===== src/hdl/kmq_pkg.sv =====
// ----------------------------------------------------------------------------
// kmq_pkg: shared types and constants of the keyed message queue
// Queue depth, field widths, operation codes and the control and entry
// structures that the top level hands to every cell.
// ----------------------------------------------------------------------------
package kmq_pkg;

  localparam int unsigned Depth   = 16;
  localparam int unsigned IdW     = 16;
  localparam int unsigned HandleW = 16;
  localparam int unsigned CountW  = $clog2(Depth + 1);

  typedef enum logic [1:0] {
    KIND_APPEND = 2'd0,
    KIND_CHECK  = 2'd1,
    KIND_REMOVE = 2'd2,
    KIND_POP    = 2'd3
  } kind_e;

  // One stored entry.
  typedef struct packed {
    logic [IdW-1:0]     id;
    logic [HandleW-1:0] handle;
  } entry_t;

  // Operation broadcast to every cell in the accepting cycle.
  typedef struct packed {
    logic               en;
    kind_e              kind;
    logic [IdW-1:0]     key;
    logic [HandleW-1:0] handle;
  } ctrl_t;

endpackage


===== src/hdl/kmq_cell.sv =====
// ----------------------------------------------------------------------------
// kmq_cell: one slot of the keyed message queue
// Holds one entry and its occupied flag, compares its id with the key, takes
// part in the oldest-match chain and shifts in its upper neighbour's entry
// when a removal at or below it closes the gap.
// ----------------------------------------------------------------------------
module kmq_cell (
  input  logic            clk_i,
  input  logic            rst_ni,
  input  kmq_pkg::ctrl_t  ctrl_i,
  input  logic            prev_occ_i,   // occupied flag of the older neighbour
  input  logic            next_occ_i,   // occupied flag of the younger neighbour
  input  kmq_pkg::entry_t next_entry_i, // entry of the younger neighbour
  input  logic            hit_i,        // an older cell has already matched
  input  kmq_pkg::entry_t take_i,       // removed entry gathered so far
  output logic            occ_o,
  output kmq_pkg::entry_t entry_o,
  output logic            hit_o,
  output kmq_pkg::entry_t take_o
);

  logic            occ_q, occ_d;
  kmq_pkg::entry_t entry_q, entry_d;
  logic            match;
  logic            first;
  logic            removing;

  // A pop treats every occupied cell as a match, so the oldest one goes.
  always_comb begin
    if (ctrl_i.kind == kmq_pkg::KIND_POP) begin
      match = occ_q;
    end else begin
      match = occ_q && (entry_q.id == ctrl_i.key);
    end
  end

  assign first    = match && !hit_i;
  assign hit_o    = hit_i || match;
  assign take_o   = first ? (take_i | entry_q) : take_i;
  assign removing = ctrl_i.en && hit_o &&
                    ((ctrl_i.kind == kmq_pkg::KIND_REMOVE) ||
                     (ctrl_i.kind == kmq_pkg::KIND_POP));

  always_comb begin
    occ_d   = occ_q;
    entry_d = entry_q;
    if (removing) begin
      occ_d   = next_occ_i;
      entry_d = next_entry_i;
    end else if (ctrl_i.en && (ctrl_i.kind == kmq_pkg::KIND_APPEND) &&
                 prev_occ_i && !occ_q) begin
      occ_d          = 1'b1;
      entry_d.id     = ctrl_i.key;
      entry_d.handle = ctrl_i.handle;
    end
  end

  always_ff @(posedge clk_i or negedge rst_ni) begin
    if (!rst_ni) begin
      occ_q <= 1'b0;
    end else begin
      occ_q <= occ_d;
    end
  end

  always_ff @(posedge clk_i) begin
    entry_q <= entry_d;
  end

  assign occ_o   = occ_q;
  assign entry_o = entry_q;

endmodule


===== src/hdl/keyed_message_queue.sv =====
// ----------------------------------------------------------------------------
// keyed_message_queue: ordered message queue with removal by id
// Output: the result of a transfer is registered and offered in the cycle after it is taken.
// Throughput: one operation per cycle; the single result register is the
// only stage, and a new transfer is taken whenever it is free or being read.
// Reset: rst_ni clears the occupied flags, the entry count and the result
// valid flag; stored ids and handles are not reset.
// ----------------------------------------------------------------------------
module keyed_message_queue (
  input  logic        clk_i,
  input  logic        rst_ni,
  input  logic        s_axis_tvalid_i,
  output logic        s_axis_tready_o,
  input  logic [31:0] s_axis_tdata_i,  // [15:0] msg_id, [31:16] payload
  input  logic [1:0]  s_axis_tuser_i,  // [1:0] kind
  output logic        m_axis_tvalid_o,
  input  logic        m_axis_tready_i,
  output logic [39:0] m_axis_tdata_o   // [0] found, [1] full_reject, [17:2] out_id,
                                       // [33:18] out_payload, [38:34] entry_count,
                                       // [39] zero
);

  localparam int unsigned N = kmq_pkg::Depth;

  // The queue is a row of cells, oldest entry in cell 0. Every cell sees the
  // operation at once; the hit chain runs from the oldest cell upwards so
  // that only the oldest match is removed, and the cells from that point on
  // take their younger neighbour's entry, closing the gap in the same cycle.

  kmq_pkg::ctrl_t  ctrl;
  logic            in_fire;
  logic            out_fire;

  logic            occ   [N];
  kmq_pkg::entry_t entry [N];
  logic            hit   [N+1];
  kmq_pkg::entry_t take  [N+1];
  logic [N-1:0]    occ_vec;

  logic [kmq_pkg::CountW-1:0] count_q, count_d;
  logic                       full;
  logic                       any_hit;

  logic                       out_valid_q;
  logic                       found_d, found_q;
  logic                       reject_d, reject_q;
  kmq_pkg::entry_t            res_d, res_q;
  logic [kmq_pkg::CountW-1:0] res_count_q;

  assign out_fire        = m_axis_tvalid_o && m_axis_tready_i;
  assign s_axis_tready_o = !out_valid_q || m_axis_tready_i;
  assign in_fire         = s_axis_tvalid_i && s_axis_tready_o;

  assign ctrl.en     = in_fire;
  assign ctrl.kind   = kmq_pkg::kind_e'(s_axis_tuser_i);
  assign ctrl.key    = s_axis_tdata_i[kmq_pkg::IdW-1:0];
  assign ctrl.handle = s_axis_tdata_i[kmq_pkg::IdW +: kmq_pkg::HandleW];

  assign hit[0]  = 1'b0;
  assign take[0] = '0;

  for (genvar i = 0; i < N; i++) begin : g_cell
    logic            prev_occ;
    logic            next_occ;
    kmq_pkg::entry_t next_entry;

    if (i == 0) begin : g_first
      assign prev_occ = 1'b1;
    end else begin : g_mid
      assign prev_occ = occ[i-1];
    end

    // The youngest cell shifts in an empty slot.
    if (i == N - 1) begin : g_last
      assign next_occ   = 1'b0;
      assign next_entry = '0;
    end else begin : g_inner
      assign next_occ   = occ[i+1];
      assign next_entry = entry[i+1];
    end

    kmq_cell u_cell (
      .clk_i        (clk_i),
      .rst_ni       (rst_ni),
      .ctrl_i       (ctrl),
      .prev_occ_i   (prev_occ),
      .next_occ_i   (next_occ),
      .next_entry_i (next_entry),
      .hit_i        (hit[i]),
      .take_i       (take[i]),
      .occ_o        (occ[i]),
      .entry_o      (entry[i]),
      .hit_o        (hit[i+1]),
      .take_o       (take[i+1])
    );

    assign occ_vec[i] = occ[i];
  end

  assign full    = (count_q == kmq_pkg::CountW'(N));
  assign any_hit = hit[N];

  // Result and new entry count for the operation presented this cycle.
  always_comb begin
    found_d  = 1'b0;
    reject_d = 1'b0;
    res_d    = '0;
    count_d  = count_q;
    case (ctrl.kind)
      kmq_pkg::KIND_APPEND: begin
        if (full) begin
          reject_d = 1'b1;
        end else begin
          found_d = 1'b1;
          count_d = count_q + 1'b1;
        end
      end
      kmq_pkg::KIND_CHECK: begin
        found_d = any_hit;
      end
      kmq_pkg::KIND_REMOVE, kmq_pkg::KIND_POP: begin
        found_d = any_hit;
        if (any_hit) begin
          res_d   = take[N];
          count_d = count_q - 1'b1;
        end
      end
      default: begin
        found_d = 1'b0;
      end
    endcase
  end

  always_ff @(posedge clk_i or negedge rst_ni) begin
    if (!rst_ni) begin
      count_q     <= '0;
      out_valid_q <= 1'b0;
    end else begin
      if (in_fire) begin
        count_q     <= count_d;
        out_valid_q <= 1'b1;
      end else if (out_fire) begin
        out_valid_q <= 1'b0;
      end
    end
  end

  // Result payload is only meaningful while out_valid_q is set.
  always_ff @(posedge clk_i) begin
    if (in_fire) begin
      found_q     <= found_d;
      reject_q    <= reject_d;
      res_q       <= res_d;
      res_count_q <= count_d;
    end
  end

  assign m_axis_tvalid_o = out_valid_q;
  assign m_axis_tdata_o  = {1'b0, res_count_q, res_q.handle, res_q.id, reject_q, found_q};

`ifndef ASSERT_OFF
  // The count always agrees with the number of occupied cells.
  a_count_matches_cells: assert property (
    @(posedge clk_i) disable iff (!rst_ni)
    $countones(occ_vec) == 32'(count_q)
  ) else $error("entry count disagrees with occupied cells");

  // Occupied cells always form an unbroken run from the oldest cell.
  a_cells_packed: assert property (
    @(posedge clk_i) disable iff (!rst_ni)
    $onehot0(occ_vec + 1'b1) || (occ_vec == '1)
  ) else $error("gap in occupied cells");

  // A refused append is reported only with a full queue, never with found.
  a_reject_only_full: assert property (
    @(posedge clk_i) disable iff (!rst_ni)
    (out_valid_q && reject_q) |-> (!found_q && (res_count_q == kmq_pkg::CountW'(N)))
  ) else $error("append refused without a full queue");

  // An accepted append grows the queue by exactly one entry.
  a_append_grows: assert property (
    @(posedge clk_i) disable iff (!rst_ni)
    (in_fire && (ctrl.kind == kmq_pkg::KIND_APPEND) && !full) |=>
      (count_q == $past(count_q) + 1'b1)
  ) else $error("accepted append did not add one entry");
`endif

endmodule

===== config.mk =====
export PLATFORM = sky130hd
export DESIGN_NAME = keyed_message_queue
export DESIGN_NICKNAME = d
export VERILOG_FILES = /design/src/hdl/kmq_pkg.sv /design/src/hdl/kmq_cell.sv /design/src/hdl/keyed_message_queue.sv
export SDC_FILE = /design/constraint.sdc
export NUM_CORES = 1
export LEC_CHECK = 0
export ABC_CLOCK_PERIOD_IN_PS = 5400
export BUFFER_PORTS_ARGS = -buffer_cell sky130_fd_sc_hd__buf_2
export CORE_MARGIN = 5
export CORE_UTILIZATION = 63
export CTS_CLUSTER_SIZE = 24
export DETAILED_ROUTE_END_ITERATION = 8
export PLACE_DENSITY = 0.81
export SYNTH_ARGS = -nofsm -noshare
export SYNTH_HDL_FRONTEND = slang
export SYNTH_SLANG_ARGS = --single-unit

===== constraint.sdc =====
create_clock -name clk_i -period 5.4 [get_ports clk_i]
set_input_delay 1.08 -clock clk_i [delete_from_list [all_inputs] [get_ports clk_i]]
set_output_delay 1.08 -clock clk_i [all_outputs]
set_load 0.02 [all_outputs]

==> flow_metrics.env, run 1 <==
export IMPL_cp_end_kind="register"
export IMPL_syn2layout_area_growth_pct=9.30
export IMPL_tightest_slew_ps=1290
export IMPL_critPathArrivalTime_ps=5280
export IMPL_dp_hpwl_um=58900
export IMPL_ctsHoldBuffers=0
export IMPL_synth_nets=2353
export IMPL_maxSlewViolCount=0
export IMPL_synth_edf_count=519
export IMPL_grt_max_degree=59
export IMPL_clk_latency_ps=630
export IMPL_start_kind="primary input"
export IMPL_cts_max_level=2
export IMPL_root_buffer="clkbuf_16"
export IMPL_crit_start="s_axis_tdata_i[6]"
export IMPL_hold_viol=0
export IMPL_wirelength_um=81400
export IMPL_n_fill_cell=3336
export IMPL_ios=80
export IMPL_rrSetupSlack_ps=1150
export IMPL_p_leak_nw=11.2
export IMPL_yosysMostFrequentCell="edfxtp_1"
export IMPL_p_seq_frac=0.468
export IMPL_ys_warn_count=0
export IMPL_drtPass1Iterations=7
export IMPL_core_area_um2=48800
export IMPL_p_sw_frac=0.294
export IMPL_wl_per_cell_um=26.8
export IMPL_critical_path_buf_inv_count=1
export IMPL_fin_skew_ps=24.0
export IMPL_rr_endpoint="m_axis_tdata_o[3]"
export IMPL_peakVddDrop_mv=0.253
export IMPL_fin_crit_sh=0.901
export IMPL_multi_input_area_um2=13300
export IMPL_hold_class="register to register"
export IMPL_reg2reg_depth=9
export IMPL_setup_viol=0
export IMPL_pwr_share_comb=0.208
export IMPL_track_usage=0.298
export IMPL_cap_violations=0
export IMPL_synthCells=2313
export IMPL_synth_top_area_frac=0.501
export IMPL_port_buffers=78
export IMPL_internal_power_mw=8.75
export IMPL_clkTransAtPathRegs_ps=60
export IMPL_die_area_um2=53900
export IMPL_final_cells=3042
export IMPL_fp_dieH_um=232
export IMPL_critPathKind="primary input to register"
export IMPL_ff_latch_area_um2=16800
export IMPL_ant_nets=0
export IMPL_cpLargestDelayFamily="simple AND/OR/NAND/NOR gates"
export IMPL_tns_ps=0
export IMPL_postCtsSetupRepairBufs=0
export IMPL_worstPathMaxFanout=32
export IMPL_drcViolationCount=0
export IMPL_fp_dieW_um=232
export IMPL_yosys_register_bits=573
export IMPL_fin_hold_ws_ps=472
export IMPL_hold_depth=2
export IMPL_rows=81
export IMPL_viasPerCell=6.80
export IMPL_synthTopCellsByArea="edfxtp_1 50%, mux2_2 15%, xnor2_1 6.0%"
export IMPL_clock_sinks=573
export IMPL_ys_seq_area_frac=0.540
export IMPL_layout_nets=2370
export IMPL_cts_buffer_depth=3
export IMPL_yosysUniqueCellTypes=72
export IMPL_gp_congestion=0.936
export IMPL_grt_pass1_wl_um=125000
export IMPL_drt_initial_drc_count=2503
export IMPL_rsz0062_at_grt="no"
export IMPL_crit_path_max_incr_delay_ps=1100
export IMPL_crit_slowest_cell="nor3_4"
export IMPL_synth_top_area_cell="edfxtp_1"
export IMPL_cp_cell_sequence="buf_2 -> xnor2_1 -> nand4_1 -> nor4_1 -> o21a_1 -> nor4_4 -> nand2_2 -> nor3_4 -> a221oi_1 -> a31oi_1"
export IMPL_cp_endpoint="m_axis_tdata_o[3]"
export IMPL_cts_tree="built"
export IMPL_async_reset_ff_frac=0.0384
export IMPL_reg2reg_from="g_cell[3].u_cell.entry_o[24]"
export IMPL_place_inst=2934
export IMPL_numCtsBuffers=58
export IMPL_cp_depth=10
export IMPL_cts_resized=0
export IMPL_synth_flop_cell="edfxtp_1"
export IMPL_power_switching_mw=3.64
export IMPL_final_util=0.696
export IMPL_syn_area_um2=31100
export IMPL_required_ps=5820
export IMPL_syn_area_per_cell_um2=13.4
export IMPL_slew_headroom=0.138
export IMPL_stdcell_area_um2=34000
export IMPL_fin_crit_ps=4860
export IMPL_globalRouteOverflowTotal=0
export IMPL_grt_pass1_vias=20419
export IMPL_dpl_cell_area_um2=32100
export IMPL_via_count=20680
export IMPL_finalPower_mw=12.4
export IMPL_start_util=0.637
export IMPL_post_place_ws_ps=114
export IMPL_fmax_ghz=0.206
export IMPL_power_frac_clock=0.324
export IMPL_antenna_found_initial=4
export IMPL_drive_gt1_frac=0.324
export IMPL_layout_setup_ws_ps=536
export IMPL_power_density_nw_per_um2=364
export IMPL_synth_common_cells="519 x edfxtp_1, 428 x mux2_2, 212 x xnor2_1"
export IMPL_status="finished, final reports clean"
==> state kept, by name, indices dropped and copies added (netlist names) <==
name                   cells
g_cell.u_cell.occ_o       16
reject_q                   1
count_q                    5
m_axis_tdata_o            32
m_axis_tvalid_o            1
g_cell.u_cell.entry_o    512
found_q                    1
res_count_q                5
==> tightest hold or removal path, cell delays in order (launching register included) <==
cell and delay [ps]:
dfxtp_1 320, nand2_1 50, a21oi_1 50
==> power groups by stage <==
| stage | Clock, mW | Sequential, mW | Combinational, mW |
|---|---|---|---|
| final | 4.01 | 5.79 | 2.58 |
| after floorplan | 0 | 5.81 | 1.76 |
| after CTS | 4.04 | 5.78 | 2.53 |
| after global routing | 4.23 | 5.84 | 2.72 |
| after detailed placement | 0 | 5.87 | 2.51 |
| after global placement | 0 | 5.84 | 2.43 |
==> routing by layer <==
metal | global-route usage | up-vias | share of wire
met5 | 0 | - | 0
met4 | 0.0707 | 0 | 0.027
met3 | 0.0741 | 153 | 0.11
met2 | 0.463 | 1182 | 0.46
met1 | 0.429 | 10302 | 0.41
li1 | - | 9043 | -
==> worst min path at each step <==
stage	startpoint	to	slack (ps)
after floorplan	g_cell[15].u_cell.entry_o[0]	g_cell[15].u_cell.entry_o[0]	450
after global placement	g_cell[15].u_cell.entry_o[0]	g_cell[15].u_cell.entry_o[0]	450
after detailed placement	g_cell[15].u_cell.entry_o[8]	g_cell[15].u_cell.entry_o[8]	470
after CTS	rst_ni	count_q[1]	460
after global routing	rst_ni	count_q[0]	510
final	g_cell[15].u_cell.entry_o[6]	g_cell[15].u_cell.entry_o[6]	470
==> cell families (layout without fill, tap and decap cells) <==
family,count (synthesis),after routing,share of synthesized area
mux,481,481,0.177
simple gates,329,329,0.0569
fa+ha+maj,2,2,0.000805
flops,573,573,0.540
compound gates,436,436,0.109
xor+xnor,262,262,0.0738
buf+inv,229,289,0.0427
other cells,1,6,0.000121
==> area by class of cell <==
type / instances / area share
Antenna cell: 5 / 0.000368
Clock buffer: 73 / 0.0456
Clock inverter: 30 / 0.00880
Inverter: 16 / 0.00177
Multi-Input combinational cell: 1511 / 0.390
Sequential cell: 573 / 0.494
Tap cell: 664 / 0.0244
Timing Repair Buffer: 170 / 0.0351
==> cells in the final DEF, fill, tap and decap left out, types with 15 or more instances in the layout <==
| master | instances |
|---|---|
| edfxtp_1 | 519 |
| mux2_2 | 428 |
| xnor2_1 | 212 |
| nand2_1 | 114 |
| buf_4 | 83 |
| buf_2 | 78 |
| a22o_1 | 76 |
| clkbuf_16 | 59 |
| nand4_1 | 58 |
| a31oi_1 | 55 |
| a22oi_1 | 52 |
| xor2_1 | 50 |
| a221oi_1 | 48 |
| nor2_1 | 46 |
| a21oi_1 | 46 |
| dfxtp_1 | 32 |
| nand3_1 | 28 |
| mux2_4 | 27 |
| a221o_1 | 26 |
| mux2_1 | 26 |
| nor4_1 | 25 |
| dfrtp_1 | 22 |
| a21o_1 | 18 |
| inv_1 | 15 |
(Power assumes the default switching activity.)
==> run 2, diff against run 1 <==
Settings changed: ABC_CLOCK_PERIOD_IN_PS 5400 to 6250, CORE_UTILIZATION 63 to 66, PLACE_DENSITY 0.81 to 0.85.
Clock period 5.4 ns to 6.25 ns, I/O delays scaled along.
==> run 2 against run 1 <==
Die area fell by 4.4%. Final area fell by 0.72%. Final cell count is 2.5% lower. Critical path depth rose by 1. Routed wire length rose by 4.7%. Clock skew is 9.2 ps higher. Sequential power fell by 13%. Clock-buffer cell count increased by 7. Largest power group unchanged. Total power fell by 12%. Global-route usage increased by 2.6 points. Sequential cell count unchanged. Core utilization is 2.9 points higher.
==> flow_metrics.env, run 2 (synthesized netlist as in run 1, its figures left out) <==
export IMPL_status="finished, final reports clean"
export IMPL_tightest_slew_ps=1250
export IMPL_track_usage=0.324
export IMPL_largest_register_ff_count=512
export IMPL_clk_latency_ps=640
export IMPL_root_buffer="clkbuf_16"
export IMPL_use_met3=0.0792
export IMPL_place_inst=2853
export IMPL_numCtsBuffers=59
export IMPL_gp_congestion=0.983
export IMPL_grt_max_degree=58
export IMPL_final_common_cell="edfxtp_1"
export IMPL_die_area_um2=51600
export IMPL_power_density_nw_per_um2=322
export IMPL_rows=79
export IMPL_top_usage_layer="met2"
export IMPL_maxSlewViolCount=0
export IMPL_layout_setup_ws_ps=1290
export IMPL_port_buffers=78
export IMPL_met2_usage=0.512
export IMPL_dpl_cell_area_um2=31800
export IMPL_p_leak_nw=11.1
export IMPL_hold_viol=0
export IMPL_cp_end_kind="register"
export IMPL_stdcell_area_um2=33700
export IMPL_fin_crit_sh=0.793
export IMPL_antenna_found_initial=5
export IMPL_ant_nets=0
export IMPL_reg2reg_from="g_cell[1].u_cell.entry_o[24]"
export IMPL_cap_violations=0
export IMPL_setup_viol=0
export IMPL_cts_resized=0
export IMPL_rrSetupSlack_ps=2140
export IMPL_cts_buffer_depth=3
export IMPL_final_cells=2965
export IMPL_drcViolationCount=0
export IMPL_ctsHoldBuffers=0
export IMPL_holdPathEnd="g_cell[15].u_cell.entry_o[2]"
export IMPL_viasPerCell=7.09
export IMPL_rsz0062_at_grt="no"
export IMPL_final_util=0.725
export IMPL_rr_endpoint="g_cell[5].u_cell.occ_o"
export IMPL_wl_per_cell_um=28.7
export IMPL_start_kind="primary input"
export IMPL_grtUsageMet1=0.450
export IMPL_cpLargestDelayFamily="simple AND/OR/NAND/NOR gates"
export IMPL_start_util=0.668
export IMPL_core_area_um2=46600
export IMPL_fp_dieW_um=227
export IMPL_fmax_ghz=0.202
export IMPL_n_fill_cell=2921
export IMPL_critPathArrivalTime_ps=5460
export IMPL_drive_gt1_frac=0.319
export IMPL_clock_sinks=573
export IMPL_syn2layout_area_growth_pct=8.52
export IMPL_cts_tree="built"
export IMPL_wirelength_um=85200
export IMPL_drtPass1Iterations=6
export IMPL_required_ps=6750
export IMPL_fin_skew_ps=33.1
export IMPL_crit_slowest_cell="nor4_4"
export IMPL_via_count=21017
export IMPL_dp_hpwl_um=58600
export IMPL_crit_top_cell="buf_4"
export IMPL_fin_crit_ps=4960
export IMPL_slew_headroom=0.160
export IMPL_hold_depth=2
export IMPL_cts_max_level=2
export IMPL_drt_initial_drc_count=2966
export IMPL_grt_pass1_vias=20563
export IMPL_fp_dieH_um=227
export IMPL_hold_class="register to register"
export IMPL_peakVddDrop_mv=0.268
export IMPL_ios=80
export IMPL_critical_path_buf_inv_count=3
export IMPL_critPathKind="primary input to register"
export IMPL_grt_pass1_wl_um=128000
export IMPL_layout_nets=2347
export IMPL_postCtsSetupRepairBufs=0
export IMPL_clkTransAtPathRegs_ps=70
export IMPL_holdCritStartpoint="g_cell[15].u_cell.entry_o[2]"
export IMPL_cp_cell_sequence="buf_2 -> xnor2_1 -> nand4_1 -> nor4_2 -> o21ai_2 -> buf_4 -> nand3_2 -> nor4_4 -> o32ai_4 -> buf_4 -> a2bb2oi_1"
export IMPL_globalRouteOverflowTotal=0
export IMPL_post_place_ws_ps=779
export IMPL_reg2reg_depth=10
export IMPL_worstPathMaxFanout=27
export IMPL_tns_ps=0
export IMPL_final_cell_mix="519 x edfxtp_1, 428 x mux2_2, 212 x xnor2_1"
export IMPL_crit_path_max_incr_delay_ps=1030
[run 2: cell types whose count changed in the layout (fill, tap and decap cells not counted), moves of 2 or more]
cell / delta
diode_2: -2
clkinvlp_4: -2
buf_4: -19
clkbuf_8: +6
buf_12: -5
clkinv_2: +4
clkinv_1: -2
[run 2: worst max path at each step]
stage	from	endpoint	slack, ps	cells after the start
floorplan	m_axis_tready_i	g_cell[4].u_cell.occ_o	240	6
global placement	s_axis_tdata_i[8]	g_cell[5].u_cell.occ_o	820	11
detailed placement	s_axis_tdata_i[8]	g_cell[5].u_cell.occ_o	780	11
CTS	s_axis_tdata_i[8]	g_cell[5].u_cell.occ_o	1430	11
global route	s_axis_tdata_i[14]	g_cell[5].u_cell.occ_o	1110	11
finish	s_axis_tdata_i[8]	g_cell[5].u_cell.occ_o	1290	11
[run 2: per-stage QoR]
stage          hold slack (ps)  power, mW
6_report                   475       10.9
5_1_grt                    492       11.2
4_1_cts                    475       10.8
3_5_place_dp               465       7.29
3_3_place_gp               453       7.20
2_1_floorplan              446       6.54
[run 2: final cells by class]
cell class / count / area [um^2] / area share
repair buffers: 146 / 951 / 0.0282
multi-input cells: 1511 / 13300 / 0.393
well taps: 607 / 759 / 0.0225
flip-flops and latches: 573 / 16800 / 0.497
diodes: 3 / 7.51 / 0.000222
inverters: 16 / 60.1 / 0.00178
clock buffers: 80 / 1660 / 0.0491
clock inverters: 29 / 274 / 0.00812
[run 2: worst reg2reg max path, stage by stage (launching register included)]
cell,delay [ps]
edfxtp_1,460
xnor2_1,170
nand4_1,170
nor4_2,90
o21ai_2,280
buf_4,420
nand3_2,350
nor4_4,1030
o32ai_4,480
buf_4,370
a2bb2oi_1,150
[run 2: layer usage]
metal / wire length, um / share of wire
met1: 32400 / 0.38
met2: 39700 / 0.47
met3: 10100 / 0.12
met4: 3010 / 0.035
met5: 0 / 0
[run 2: power breakdown]
part	total [mW]	switching [mW]	internal (mW)
combinational	2.29	1.41	0.885
sequential	5.03	0.339	4.69
clock	3.55	1.50	2.05
